[config.mk]
export PLATFORM = sky130hd
export DESIGN_NAME = first_fit_block_allocator_core_flat
export DESIGN_NICKNAME = d
export VERILOG_FILES = /design/src/hdl/ffba_pkg.sv /design/src/hdl/ffba_if.sv /design/src/hdl/ffba_ctrl.sv /design/src/hdl/ffba_dp.sv /design/src/hdl/first_fit_block_allocator_core.sv /design/src/flat_wrapper.sv
export SDC_FILE = /design/constraint.sdc
export NUM_CORES = 1
export LEC_CHECK = 0
export ABC_AREA = 1
export BUFFER_PORTS_ARGS = -buffer_cell sky130_fd_sc_hd__buf_2
export CAP_MARGIN = 25
export CORE_AREA = 2 2 160 162
export CTS_CLUSTER_DIAMETER = 100
export DETAILED_ROUTE_END_ITERATION = 6
export DIE_AREA = 0 0 162 164
export PLACE_DENSITY = 0.74
export SLEW_MARGIN = 20
export SYNTH_ARGS = -nofsm -noshare
export SYNTH_HDL_FRONTEND = slang
export SYNTH_SLANG_ARGS = --single-unit
export TNS_END_PERCENT = 20
[constraint.sdc]
create_clock -name clock -period 4.9 [get_ports clock]
set_clock_uncertainty 0.2 [all_clocks]
set_input_delay 0.49 -clock clock [delete_from_list [all_inputs] [get_ports clock]]
set_output_delay 0.49 -clock clock [all_outputs]
set_load 0.02 [all_outputs]
[src/hdl/ffba_pkg.sv]
`default_nettype none

package ffba_pkg;

   localparam int NUM_BLOCKS  = 64;
   localparam int BLOCK_BYTES = 32;

   localparam int LEN_W      = 16;
   localparam int ADDR_W     = 16;
   localparam int OFF_W      = 11;
   localparam int FREE_W     = 7;
   localparam int BLK_SHIFT  = $clog2(BLOCK_BYTES);
   localparam int IDX_W      = $clog2(NUM_BLOCKS);
   localparam int CNT_W      = $clog2(NUM_BLOCKS + 1);
   localparam int NEED_W     = LEN_W + 1 - BLK_SHIFT;
   localparam int HEAP_BYTES = NUM_BLOCKS * BLOCK_BYTES;

   localparam logic [IDX_W-1:0] LAST_IDX = IDX_W'(NUM_BLOCKS - 1);

   typedef logic [1:0] mark_type;
   localparam mark_type MARK_FREE = 2'b00;
   localparam mark_type MARK_NEXT = 2'b01;
   localparam mark_type MARK_USED = 2'b10;

   typedef enum logic {
      REQ_ALLOC,
      REQ_FREE
   } req_kind_type;

   typedef enum logic [1:0] {
      ST_OK,
      ST_NO_SPACE,
      ST_ZERO_LEN,
      ST_IGNORED
   } status_type;

   typedef enum logic [2:0] {
      S_IDLE,
      S_DECODE,
      S_SCAN,
      S_WRITE,
      S_FREE_CHECK,
      S_FREE_WALK,
      S_DONE
   } state_type;

   typedef struct packed {
      logic       load;
      logic       advance;
      logic       scan;
      logic       wr_alloc;
      logic       wr_free;
      logic       count_add;
      logic       set_status;
      status_type status;
      logic       rsp_load;
   } cmd_type;

   typedef struct packed {
      logic is_free;
      logic zero_len;
      logic too_big;
      logic addr_bad;
      logic mark_used;
      logic chain_more;
      logic hit;
      logic at_last;
      logic wr_last;
      logic rsp_free;
   } flags_type;

endpackage

`default_nettype wire

[src/hdl/ffba_if.sv]
`default_nettype none

interface ffba_req_if;
   logic                          valid;
   logic                          ready;
   logic                          req_type;
   logic [ffba_pkg::LEN_W-1:0]    length;
   logic [ffba_pkg::ADDR_W-1:0]   address;

   modport source (output valid, req_type, length, address, input ready);
   modport sink   (input valid, req_type, length, address, output ready);
endinterface

interface ffba_rsp_if;
   logic                          valid;
   logic                          ready;
   logic [1:0]                    status;
   logic [ffba_pkg::OFF_W-1:0]    offset;
   logic [ffba_pkg::FREE_W-1:0]   free_blocks;
   logic [ffba_pkg::FREE_W-1:0]   lowest_free;

   modport source (output valid, status, offset, free_blocks, lowest_free, input ready);
   modport sink   (input valid, status, offset, free_blocks, lowest_free, output ready);
endinterface

`default_nettype wire

[src/hdl/ffba_ctrl.sv]
`default_nettype none

module ffba_ctrl (
   input  logic                 clock,
   input  logic                 reset,
   input  logic                 req_valid,
   output logic                 req_ready,
   input  ffba_pkg::flags_type  flags,
   output ffba_pkg::cmd_type    cmd
);
   import ffba_pkg::*;

   state_type state_ff;
   state_type state_in;

   always_ff @(posedge clock) begin
      if (reset) begin
         state_ff <= S_IDLE;
      end else begin
         state_ff <= state_in;
      end
   end

   // next state
   always_comb begin
      state_in = state_ff;
      case (state_ff)
         S_IDLE: begin
            if (req_valid) state_in = S_DECODE;
         end
         S_DECODE: begin
            if (flags.is_free) begin
               state_in = flags.addr_bad ? S_DONE : S_FREE_CHECK;
            end else if (flags.zero_len || flags.too_big) begin
               state_in = S_DONE;
            end else begin
               state_in = S_SCAN;
            end
         end
         S_SCAN: begin
            if (flags.hit) begin
               state_in = S_WRITE;
            end else if (flags.at_last) begin
               state_in = S_DONE;
            end
         end
         S_WRITE: begin
            if (flags.wr_last) state_in = S_DONE;
         end
         S_FREE_CHECK: begin
            if (!flags.mark_used) begin
               state_in = S_DONE;
            end else if (flags.chain_more) begin
               state_in = S_FREE_WALK;
            end else begin
               state_in = S_DONE;
            end
         end
         S_FREE_WALK: begin
            if (!flags.chain_more) state_in = S_DONE;
         end
         S_DONE: begin
            if (flags.rsp_free) state_in = S_IDLE;
         end
         default: begin
            state_in = S_IDLE;
         end
      endcase
   end

   // outputs
   always_comb begin
      req_ready = 1'b0;
      cmd       = '0;
      cmd.status = ST_OK;
      case (state_ff)
         S_IDLE: begin
            req_ready = 1'b1;
            cmd.load  = req_valid;
         end
         S_DECODE: begin
            if (flags.is_free) begin
               if (flags.addr_bad) begin
                  cmd.set_status = 1'b1;
                  cmd.status     = ST_IGNORED;
               end
            end else if (flags.zero_len) begin
               cmd.set_status = 1'b1;
               cmd.status     = ST_ZERO_LEN;
            end else if (flags.too_big) begin
               cmd.set_status = 1'b1;
               cmd.status     = ST_NO_SPACE;
            end
         end
         S_SCAN: begin
            cmd.scan    = 1'b1;
            cmd.advance = 1'b1;
            if (flags.hit) begin
               cmd.count_add = 1'b1;
            end else if (flags.at_last) begin
               cmd.set_status = 1'b1;
               cmd.status     = ST_NO_SPACE;
            end
         end
         S_WRITE: begin
            cmd.wr_alloc = 1'b1;
            if (flags.wr_last) begin
               cmd.set_status = 1'b1;
               cmd.status     = ST_OK;
            end
         end
         S_FREE_CHECK: begin
            if (!flags.mark_used) begin
               cmd.set_status = 1'b1;
               cmd.status     = ST_IGNORED;
            end else begin
               cmd.wr_free = 1'b1;
               cmd.advance = flags.chain_more;
               if (!flags.chain_more) begin
                  cmd.set_status = 1'b1;
                  cmd.status     = ST_OK;
               end
            end
         end
         S_FREE_WALK: begin
            cmd.wr_free = 1'b1;
            cmd.advance = flags.chain_more;
            if (!flags.chain_more) begin
               cmd.set_status = 1'b1;
               cmd.status     = ST_OK;
            end
         end
         S_DONE: begin
            cmd.rsp_load = flags.rsp_free;
         end
         default: begin
            req_ready = 1'b0;
         end
      endcase
   end

endmodule

`default_nettype wire

[src/hdl/ffba_dp.sv]
`default_nettype none

module ffba_dp (
   input  logic                          clock,
   input  logic                          reset,
   input  logic                          req_type,
   input  logic [ffba_pkg::LEN_W-1:0]    req_length,
   input  logic [ffba_pkg::ADDR_W-1:0]   req_address,
   input  ffba_pkg::cmd_type             cmd,
   output ffba_pkg::flags_type           flags,
   input  logic                          rsp_ready,
   output logic                          rsp_valid,
   output logic [1:0]                    rsp_status,
   output logic [ffba_pkg::OFF_W-1:0]    rsp_offset,
   output logic [ffba_pkg::FREE_W-1:0]   rsp_free_blocks,
   output logic [ffba_pkg::FREE_W-1:0]   rsp_lowest_free
);
   import ffba_pkg::*;

   // block mark memory, valid bit per entry stands for reset
   mark_type                mem [NUM_BLOCKS];
   logic [NUM_BLOCKS-1:0]   valid_ff;
   mark_type                rd_mark_ff;
   logic                    rd_valid_ff;

   logic [IDX_W-1:0]        ptr_ff;
   logic [IDX_W-1:0]        rd_addr;
   logic [IDX_W-1:0]        ptr_next;
   logic                    wr_en;
   logic [IDX_W-1:0]        wr_addr;
   mark_type                wr_data;
   mark_type                mark;

   logic                    is_free_ff;
   logic [NEED_W-1:0]       need_ff;
   logic [NEED_W-1:0]       need_in;
   logic                    addr_bad_ff;
   logic                    addr_bad_in;

   logic [CNT_W-1:0]        run_len_ff;
   logic [CNT_W-1:0]        run_nxt;
   logic [IDX_W-1:0]        run_start_ff;
   logic [IDX_W-1:0]        alloc_start_ff;
   logic                    hit;

   logic [CNT_W-1:0]        count_ff;
   logic [CNT_W-1:0]        count_in;
   logic [CNT_W-1:0]        peak_ff;
   logic [CNT_W-1:0]        peak_in;
   logic [CNT_W-1:0]        count_sum;

   status_type              status_ff;
   logic                    rsp_valid_ff;
   logic [1:0]              rsp_status_ff;
   logic [OFF_W-1:0]        rsp_offset_ff;
   logic [FREE_W-1:0]       rsp_free_ff;
   logic [FREE_W-1:0]       rsp_lowest_ff;

   // request decode
   assign need_in = NEED_W'(({1'b0, req_length} + (LEN_W + 1)'(BLOCK_BYTES - 1)) >> BLK_SHIFT);
   assign addr_bad_in = ({1'b0, req_address} >= (ADDR_W + 1)'(HEAP_BYTES))
                        || (req_address[BLK_SHIFT-1:0] != '0);

   // read pointer
   assign ptr_next = (ptr_ff == LAST_IDX) ? '0 : ptr_ff + 1'b1;

   always_comb begin
      if (cmd.load) begin
         rd_addr = (req_type == REQ_FREE) ? req_address[BLK_SHIFT +: IDX_W] : '0;
      end else if (cmd.advance) begin
         rd_addr = ptr_next;
      end else begin
         rd_addr = ptr_ff;
      end
   end

   assign wr_en   = cmd.wr_alloc | cmd.wr_free;
   assign wr_addr = cmd.wr_alloc ? run_start_ff : ptr_ff;
   always_comb begin
      if (cmd.wr_free) begin
         wr_data = MARK_FREE;
      end else if (run_len_ff == CNT_W'(1)) begin
         wr_data = MARK_USED;
      end else begin
         wr_data = MARK_USED | MARK_NEXT;
      end
   end

   always_ff @(posedge clock) begin
      if (wr_en) mem[wr_addr] <= wr_data;
      rd_mark_ff  <= mem[rd_addr];
      rd_valid_ff <= valid_ff[rd_addr];
      ptr_ff      <= rd_addr;
   end

   always_ff @(posedge clock) begin
      if (reset) begin
         valid_ff <= '0;
      end else if (wr_en) begin
         valid_ff[wr_addr] <= 1'b1;
      end
   end

   assign mark = rd_valid_ff ? rd_mark_ff : MARK_FREE;

   // first-fit run tracking
   assign run_nxt = run_len_ff + 1'b1;
   assign hit     = (mark == MARK_FREE) && (NEED_W'(run_nxt) == need_ff);

   always_ff @(posedge clock) begin
      if (cmd.load) begin
         is_free_ff   <= (req_type == REQ_FREE);
         need_ff      <= need_in;
         addr_bad_ff  <= addr_bad_in;
         run_len_ff   <= '0;
         run_start_ff <= '0;
      end else if (cmd.scan) begin
         if (mark == MARK_FREE) begin
            run_len_ff <= run_nxt;
         end else begin
            run_len_ff   <= '0;
            run_start_ff <= ptr_next;
         end
         if (hit) alloc_start_ff <= run_start_ff;
      end else if (cmd.wr_alloc) begin
         run_len_ff   <= run_len_ff - 1'b1;
         run_start_ff <= run_start_ff + 1'b1;
      end
      if (cmd.set_status) status_ff <= cmd.status;
   end

   // block counts
   assign count_sum = count_ff + CNT_W'(need_ff);

   always_comb begin
      count_in = count_ff;
      peak_in  = peak_ff;
      if (cmd.count_add) begin
         count_in = count_sum;
         if (count_sum > peak_ff) peak_in = count_sum;
      end else if (cmd.wr_free && mark[1] && (count_ff != '0)) begin
         count_in = count_ff - 1'b1;
      end
   end

   always_ff @(posedge clock) begin
      if (reset) begin
         count_ff <= '0;
         peak_ff  <= '0;
      end else begin
         count_ff <= count_in;
         peak_ff  <= peak_in;
      end
   end

   // response register
   always_ff @(posedge clock) begin
      if (reset) begin
         rsp_valid_ff <= 1'b0;
      end else if (cmd.rsp_load) begin
         rsp_valid_ff <= 1'b1;
      end else if (rsp_ready) begin
         rsp_valid_ff <= 1'b0;
      end
   end

   always_ff @(posedge clock) begin
      if (cmd.rsp_load) begin
         rsp_status_ff <= status_ff;
         rsp_offset_ff <= ((status_ff == ST_OK) && !is_free_ff)
                          ? OFF_W'({alloc_start_ff, {BLK_SHIFT{1'b0}}}) : '0;
         rsp_free_ff   <= FREE_W'(CNT_W'(NUM_BLOCKS) - count_ff);
         rsp_lowest_ff <= FREE_W'(CNT_W'(NUM_BLOCKS) - peak_ff);
      end
   end

   assign rsp_valid       = rsp_valid_ff;
   assign rsp_status      = rsp_status_ff;
   assign rsp_offset      = rsp_offset_ff;
   assign rsp_free_blocks = rsp_free_ff;
   assign rsp_lowest_free = rsp_lowest_ff;

   always_comb begin
      flags            = '0;
      flags.is_free    = is_free_ff;
      flags.zero_len   = (need_ff == '0);
      flags.too_big    = (need_ff > NEED_W'(NUM_BLOCKS));
      flags.addr_bad   = addr_bad_ff;
      flags.mark_used  = mark[1];
      flags.chain_more = mark[0] && (ptr_ff != LAST_IDX);
      flags.hit        = hit;
      flags.at_last    = (ptr_ff == LAST_IDX);
      flags.wr_last    = (run_len_ff == CNT_W'(1));
      flags.rsp_free   = !rsp_valid_ff || rsp_ready;
   end

endmodule

`default_nettype wire

[src/hdl/first_fit_block_allocator_core.sv]
// First-fit allocator over a heap of 64 blocks of 32 bytes, one request at a time. An allocate
// request rounds its length up to whole blocks and walks the mark memory from block 0, one
// entry per cycle, until the first free run of that size is found, then writes the run's
// marks one block per cycle; it answers no space when the walk reaches the last block with
// no run found. A free request walks the chain of marks from the given block, one block
// per cycle, and is ignored when the block is not in use. Zero length, oversized,
// out-of-range or misaligned requests go from decode straight to the response. The mark
// memory does one read and one write per cycle. A new request is taken as soon as the
// previous one is done, even while its response still waits in the output register.
// Marks read as free after reset with no clearing pass.
`default_nettype none

module first_fit_block_allocator_core (
   input  logic         clock,
   input  logic         reset,
   ffba_req_if.sink     req_channel,
   ffba_rsp_if.source   rsp_channel
);
   import ffba_pkg::*;

   cmd_type   cmd;
   flags_type flags;

   ffba_ctrl u_ctrl (
      .clock     (clock),
      .reset     (reset),
      .req_valid (req_channel.valid),
      .req_ready (req_channel.ready),
      .flags     (flags),
      .cmd       (cmd)
   );

   ffba_dp u_dp (
      .clock           (clock),
      .reset           (reset),
      .req_type        (req_channel.req_type),
      .req_length      (req_channel.length),
      .req_address     (req_channel.address),
      .cmd             (cmd),
      .flags           (flags),
      .rsp_ready       (rsp_channel.ready),
      .rsp_valid       (rsp_channel.valid),
      .rsp_status      (rsp_channel.status),
      .rsp_offset      (rsp_channel.offset),
      .rsp_free_blocks (rsp_channel.free_blocks),
      .rsp_lowest_free (rsp_channel.lowest_free)
   );

endmodule

`default_nettype wire

[src/flat_wrapper.sv]
// flat-port wrapper written by rule: the top's interface ports become plain ports
module first_fit_block_allocator_core_flat import ffba_pkg::*;
  (clock, reset, req_channel_valid, req_channel_req_type, req_channel_length, req_channel_address, req_channel_ready, rsp_channel_valid, rsp_channel_status, rsp_channel_offset, rsp_channel_free_blocks, rsp_channel_lowest_free, rsp_channel_ready);
  ffba_req_if req_channel_i ();
  ffba_rsp_if rsp_channel_i ();
  input  logic clock;
  input  logic reset;
  input wire logic [$bits(req_channel_i.valid)-1:0] req_channel_valid;
  input wire logic [$bits(req_channel_i.req_type)-1:0] req_channel_req_type;
  input wire logic [$bits(req_channel_i.length)-1:0] req_channel_length;
  input wire logic [$bits(req_channel_i.address)-1:0] req_channel_address;
  output wire logic [$bits(req_channel_i.ready)-1:0] req_channel_ready;
  output wire logic [$bits(rsp_channel_i.valid)-1:0] rsp_channel_valid;
  output wire logic [$bits(rsp_channel_i.status)-1:0] rsp_channel_status;
  output wire logic [$bits(rsp_channel_i.offset)-1:0] rsp_channel_offset;
  output wire logic [$bits(rsp_channel_i.free_blocks)-1:0] rsp_channel_free_blocks;
  output wire logic [$bits(rsp_channel_i.lowest_free)-1:0] rsp_channel_lowest_free;
  input wire logic [$bits(rsp_channel_i.ready)-1:0] rsp_channel_ready;
  assign req_channel_i.valid = req_channel_valid;
  assign req_channel_i.req_type = req_channel_req_type;
  assign req_channel_i.length = req_channel_length;
  assign req_channel_i.address = req_channel_address;
  assign req_channel_ready = req_channel_i.ready;
  assign rsp_channel_valid = rsp_channel_i.valid;
  assign rsp_channel_status = rsp_channel_i.status;
  assign rsp_channel_offset = rsp_channel_i.offset;
  assign rsp_channel_free_blocks = rsp_channel_i.free_blocks;
  assign rsp_channel_lowest_free = rsp_channel_i.lowest_free;
  assign rsp_channel_i.ready = rsp_channel_ready;
  first_fit_block_allocator_core u_core (.clock(clock), .reset(reset), .req_channel(req_channel_i), .rsp_channel(rsp_channel_i));
endmodule
Word-level counts from Yosys, hierarchy flattened:

Memories as Yosys holds them, arrays and structs flattened. A register that Yosys moved wholly into a read port is not among the register bits.
Cells that the tools add are included.

* input bits: 37
* register bits after elaboration: 151
* bits in writable memories: 128
* memories kept: 1

* equal/unequal tests: 16
* $add $sub $neg: 9
* mux-type cells: 57
* bitwise logic cells: 3
* reductions and logical operators: 24
* magnitude comparators: 6

Memories
* u_core.u_dp.mem: words 64, bits a word 2, read ports 1, clocked after Yosys merged registers in 1, write ports 1, line ffba_dp.sv:21 `mark_type mem [NUM_BLOCKS];`

Operators by type and width (count)
* bitwise OR 64 bit: 1
* two-way mux 3 bit: 17
* two-way mux 6 bit: 8
* two-way mux 7 bit: 5
* case mux 3 bit (7 select lines): 1
* adder 16 x 5 -> 17 bit, second input constant: 1
* >= comparator 16 x 12 -> 1 bit, second input constant: 1
* two-way mux 1 bit: 16
* case mux 3 bit (5 select lines): 1
* less-than comparator 6 x 7 -> 1 bit, second input constant: 2
* subtractor 7 x 1 -> 7 bit, second input constant: 2
* subtractor 7 bit, first input constant: 2
* adder 6 x 1 -> 6 bit, second input constant: 2
* == test 7 x 12 -> 1 bit: 1
* greater-than comparator 12 x 7 -> 1 bit, second input constant: 1
* zero test 12 bit: 1
* two-way mux 2 bit: 5
* == test 3 bit, second input constant: 3
* != test 2 bit, second input constant: 4
* adder 7 x 1 -> 7 bit, second input constant: 1
* adder 7 bit: 1
* == test 7 x 1 -> 1 bit, second input constant: 1
* greater-than comparator 7 bit: 1
* nonzero test 7 bit: 1
* 23 further kinds: 36

Logic depth before layout (Yosys ltp):

* depth after elaboration: 8
* depth in mapped cells: 19

By module:

From an unflattened synthesis, not the netlist that was laid out.

* cells, all modules: 1607
* area total of the unflattened synthesis: 13528.0 um^2

By module, submodules not included
* ffba_dp: area each 13007.5 um^2, cells an instance 1502, times used 1
* ffba_ctrl: area each 520.5 um^2, cells an instance 105, times used 1

Worst setup path after synthesis:

Ideal clock, no wire load.

* path type: flip-flop to flip-flop
* from: register u_core.u_ctrl.state_ff[1]
* to: memory u_core.u_dp.mem[0][0] (netlist bit) (data pin)
* required time: 4.200 ns
* data arrival time: 3.262 ns
* period minus slack after synthesis: 3.962 ns
* cell stages (with the launch flop): 6
* library setup time: 0.500 ns
* slack: 0.938 ns
* cells stage by stage: dfxtp_1 inv_2 ha_1 nand2_1 inv_1 nor2_1

* longest elaborated chain between the ends: 3
* elaborated cells between the ends (all ways): 4
* those cells by class: 2 x eq/ne; 2 x mux

RTL lines
* start, declared: line ffba_ctrl.sv:13 `state_type state_ff;`
* start signal, assigned: line ffba_ctrl.sv:20 `state_ff <= state_in;`
* == test 3 bit: line ffba_ctrl.sv:76 `case (state_ff)`
* case mux 1 bit (2 select lines) *: line ffba_ctrl.sv:76
* two-way mux 2 bit *: line ffba_dp.sv:80 `if (cmd.wr_free) begin`
* net u_core.u_dp.wr_data[0]: line ffba_dp.sv:31 `mark_type wr_data;`
* end, declared: line ffba_dp.sv:21

Mark *: on every way through the listed nets, which the timed path passes. The rest lies on a longest branch.

Worst setup path after layout:

* from: register u_core.u_dp.run_len_ff[0]
* to: register u_core.u_dp.peak_ff[3]

* longest elaborated chain between the ends: 6

RTL lines
* start, declared: line ffba_dp.sv:40 `logic [CNT_W-1:0] run_len_ff;`
* start signal, assigned: line ffba_dp.sv:119 `run_len_ff <= run_nxt;`
* start signal, assigned: line ffba_dp.sv:126 `run_len_ff <= run_len_ff - 1'b1;`
* adder 7 x 1 -> 7 bit: line ffba_dp.sv:107 `assign run_nxt = run_len_ff + 1'b1;`
* == test 7 x 12 -> 1 bit: line ffba_dp.sv:108 `assign hit = (mark == MARK_FREE) && (NEED_W'(run_nxt) == need_ff);`
* logical AND 1 bit: line ffba_dp.sv:108
* two-way mux 1 bit: line ffba_ctrl.sv:98 `if (flags.hit) begin`
* two-way mux 1 bit: line ffba_ctrl.sv:76
* AND reduction 2 bit (no line)
* end signal, assigned: line ffba_dp.sv:152 `peak_ff <= peak_in;`
* end, declared: line ffba_dp.sv:48 `logic [CNT_W-1:0] peak_ff;`

No other way between the ends.
A chain may end at the register's enable or synchronous reset.

==> results.sh <==
export IMPL_vias_per_cell=5.369
export IMPL_place_congestion=0.8889
export IMPL_synth_top_area_share_pct=38.46
export IMPL_criticalPathCategory="flop to flop"
export IMPL_status="finished, final reports clean"
export IMPL_fin_hold_ws_ns=0.01537
export IMPL_final_util_pct=60.23
export IMPL_drc=0
export IMPL_syn_inst=1601
export IMPL_ys_types=50
export IMPL_maxSlewViolCount=0
export IMPL_sw_frac_of_total_pct=39.50
export IMPL_initial_core_util_pct=54.11
export IMPL_post_place_ws_ns=1.088
export IMPL_path_cells="inv_1 > ha_1 > nor2_1 > nor3b_1 > nand3_1 > nor4_1 > nand2_1 > nor2_1 > inv_1 > nor3_2 > o21ai_0 > a21oi_1"
export IMPL_setup_viol=0
export IMPL_yosysWarnings=0
export IMPL_power_total_uw=8177
export IMPL_clockBufferDepth=3
export IMPL_worstPathArrival_ns=4.21
export IMPL_detail_route_wl_per_cell_microns=16.18
export IMPL_cp_end_kind="flop"
export IMPL_yosysMostFrequentCell="inv_1"
export IMPL_drt_initial_drc_count=1082
export IMPL_p_sw_uw=3230
export IMPL_post_route_period_util_pct=80.45
export IMPL_cts_root_buf="clkbuf_16"
export IMPL_die_y_microns=164
export IMPL_power_density_nw_per_um2=547.0
export IMPL_ys_flop_type="edfxtp_1"
export IMPL_ys_seq_area_share_pct=53.96
export IMPL_n_antenna_cell=0
export IMPL_clock_sinks=276
export IMPL_slowest_delay_ns=0.65
export IMPL_io_buffers=60
export IMPL_combPwrFrac_pct=38.0
export IMPL_finalCriticalPeriod_ns=3.942
export IMPL_hold_path_class="input pin to flop"
export IMPL_fmax_mhz=253.7
export IMPL_synth_common_cells="inv_1, nand2_1, nor2_1, nand3_1, edfxtp_1"
export IMPL_synthTopCellsByArea="edfxtp_1, dfxtp_1, nand3_1, inv_1, nand2_1"
export IMPL_cp_slowest_cell="nor3_2"
export IMPL_cts_clk_slew_worst_paths_ns=0.06
export IMPL_grt_use_total_pct=24.68
export IMPL_intPower_uw=4947
export IMPL_finalHoldViolCount=0
export IMPL_ir_worst_vdd_uv=351.8
export IMPL_worst_pin_slew_ns=1.090
export IMPL_cts_tree="yes"
export IMPL_core_sq_um=24820
export IMPL_hp_start="req_channel_address[12]"
export IMPL_grt_pass1_vias=10210
export IMPL_cp_max_fo=16
export IMPL_required_ns=5.17
export IMPL_crit_path_start_kind="flop"
export IMPL_antenna_found_initial=0
export IMPL_rrSetupSlack_ns=0.96
export IMPL_hold_path_end="u_core.u_dp.addr_bad_ff$_DFFE_PP_"
export IMPL_drt_pass1_iter_count=7
export IMPL_yosys_register_bits=276
export IMPL_die_area_sq_um=26570
export IMPL_timing_setup_tns_ns=0
export IMPL_dp_hpwl_microns=21030
export IMPL_synth_top_area_cell="edfxtp_1"
export IMPL_hold_path_cell_count=3
export IMPL_die_x_microns=162
export IMPL_syn_avg_cell_area_sq_um=8.389
export IMPL_cts_htree_levels=1
export IMPL_synth_edf_count=172
export IMPL_r2r_end="u_core.u_dp.peak_ff[3]$_SDFFE_PP0P_"
export IMPL_vias=10750
export IMPL_synthArstFlopShare_pct=0
export IMPL_drive_gt1_share_pct=8.846
export IMPL_r2r_cells=12
export IMPL_clk_insertion_delay_late_ns=0.56
export IMPL_grt_first_pass_wirelength_microns=52070
export IMPL_cap_violations=0
export IMPL_p_seq_share_pct=34.5
export IMPL_cts_resized=0
export IMPL_grt_max_degree=66
export IMPL_numCtsBuffers=28
export IMPL_num_io_pins=66
export IMPL_row_count=58
export IMPL_fin_ws_ns=0.9579
export IMPL_r2r_start="u_core.u_dp.run_len_ff[0]$_SDFFE_PP0P_"
export IMPL_nNetsFinal=1712
export IMPL_synthToLayoutAreaGrowth_pct=11.30
export IMPL_grt_overflow=0
export IMPL_antenna_left=0
export IMPL_netlist_area_sq_um=13430
export IMPL_clkPwrFrac_pct=27.5
export IMPL_rsz0062_at_grt="no"
export IMPL_relSlewSlack_pct=27.34
export IMPL_routed_wl_microns=32410
export IMPL_leakagePower_uw=0.006366
flip-flops by register name (all words and copies together), names as in the netlist, 7 cells and up:
register                     cells
u_core.u_dp.rsp_free_blocks      7
u_core.u_dp.run_len_ff           7
u_core.u_dp.count_ff             7
u_core.u_dp.rsp_lowest_free      7
u_core.u_dp.need_ff             12
u_core.u_dp.mem                128
u_core.u_dp.peak_ff              7
u_core.u_dp.valid_ff            64
per-stage QoR:
| stage | area [sq um] | instances |
|---|---|---|
| floorplan | 13450 | 1605 |
| global placement | 13950 | 1950 |
| detailed placement | 13950 | 1950 |
| CTS | 14940 | 2003 |
| global route | 14950 | 2003 |
| finish | 14950 | 2003 |
power by group through the flow:
stage	clock network, uW	logic (uW)	registers, uW
final	2250	3110	2820
after global routing	2360	3450	2840
after CTS	2270	3060	2820
after detailed placement	0	3040	2860
after global placement	0	3000	2860
after floorplan	0	2300	2840
worst max path at each step:
stage	start	end	slack, ns	depth (start not counted)
2_1_floorplan	u_core.u_ctrl.state_ff[1]$_SDFFE_PP0P_	u_core.u_dp.mem[0][0]$_DFFE_PP_	0.94	5
3_3_place_gp	u_core.u_dp.run_len_ff[0]$_SDFFE_PP0P_	u_core.u_dp.peak_ff[0]$_SDFFE_PP0P_	1.05	12
3_5_place_dp	u_core.u_dp.run_len_ff[0]$_SDFFE_PP0P_	u_core.u_dp.peak_ff[4]$_SDFFE_PP0P_	1.09	12
4_1_cts	u_core.u_dp.run_len_ff[0]$_SDFFE_PP0P_	u_core.u_dp.peak_ff[3]$_SDFFE_PP0P_	0.99	12
5_1_grt	u_core.u_dp.run_len_ff[0]$_SDFFE_PP0P_	u_core.u_dp.peak_ff[4]$_SDFFE_PP0P_	0.53	12
6_report	u_core.u_dp.run_len_ff[0]$_SDFFE_PP0P_	u_core.u_dp.peak_ff[3]$_SDFFE_PP0P_	0.96	12
final cells by class:
| class | count | area (sq um) |
|---|---|---|
| Multi-Input combinational cell | 982 | 4792 |
| Tap cell | 330 | 412.9 |
| Sequential cell | 276 | 7247 |
| Timing Repair Buffer | 74 | 432.9 |
| Fill cell | 2180 | 9871 |
| Clock buffer | 32 | 735.7 |
| Clock inverter | 20 | 242.7 |
| Inverter | 289 | 1085 |
critical path, delay by kind of cell, from the launching register on:
kind | cells | cell delay, ns
AND/OR/NAND/NOR | 7 | 1.89
flip-flops | 1 | 0.49
adder cells (fa/ha/maj) | 1 | 0.37
buffers and inverters | 2 | 0.55
AO/OA/AOI/OAI | 2 | 0.37
per-layer routing:
| layer | vias up | GRT usage [%] | part of all wire (%) |
|---|---|---|---|
| met5 | - | 0 | 0 |
| met4 | 0 | 7.763 | 2.8 |
| met3 | 68 | 3.561 | 8.0 |
| met2 | 450 | 40.99 | 46 |
| met1 | 4991 | 33.65 | 43 |
| li1 | 5245 | - | - |
cell usage in the layout, fill, tap and decap left out, types with 28 or more instances in the layout:
| cell | instances |
|---|---|
| inv_1 | 282 |
| nand3_1 | 232 |
| dfxtp_1 | 104 |
| nor2_1 | 236 |
| clkbuf_16 | 28 |
| nand2_1 | 267 |
| o21ai_0 | 53 |
| buf_2 | 60 |
| a21oi_1 | 43 |
| edfxtp_1 | 172 |
timing repair:
item                       in CTS  in global routing
hold buffers                    1                  0
setup endpoints to repair       0                  0
setup buffers                   0                  0
hold endpoints to repair        1                  0
kinds of logic (layout without fill, tap and decap cells):
family                     after synthesis  in the layout  share of synthesized area [%]
and+or+nand+nor                        784            784                          25.22
buffers and inverters                  347            415                          10.60
DFF                                    276            276                          53.96
AOI/OAI and AO/OA                      139            139                          5.944
xor gates and xnor gates                30             30                          1.956
adders and majority gates               24             24                          2.292
other                                    1              5                        0.02792
Note: power is estimated with default switching activity, not from simulation.
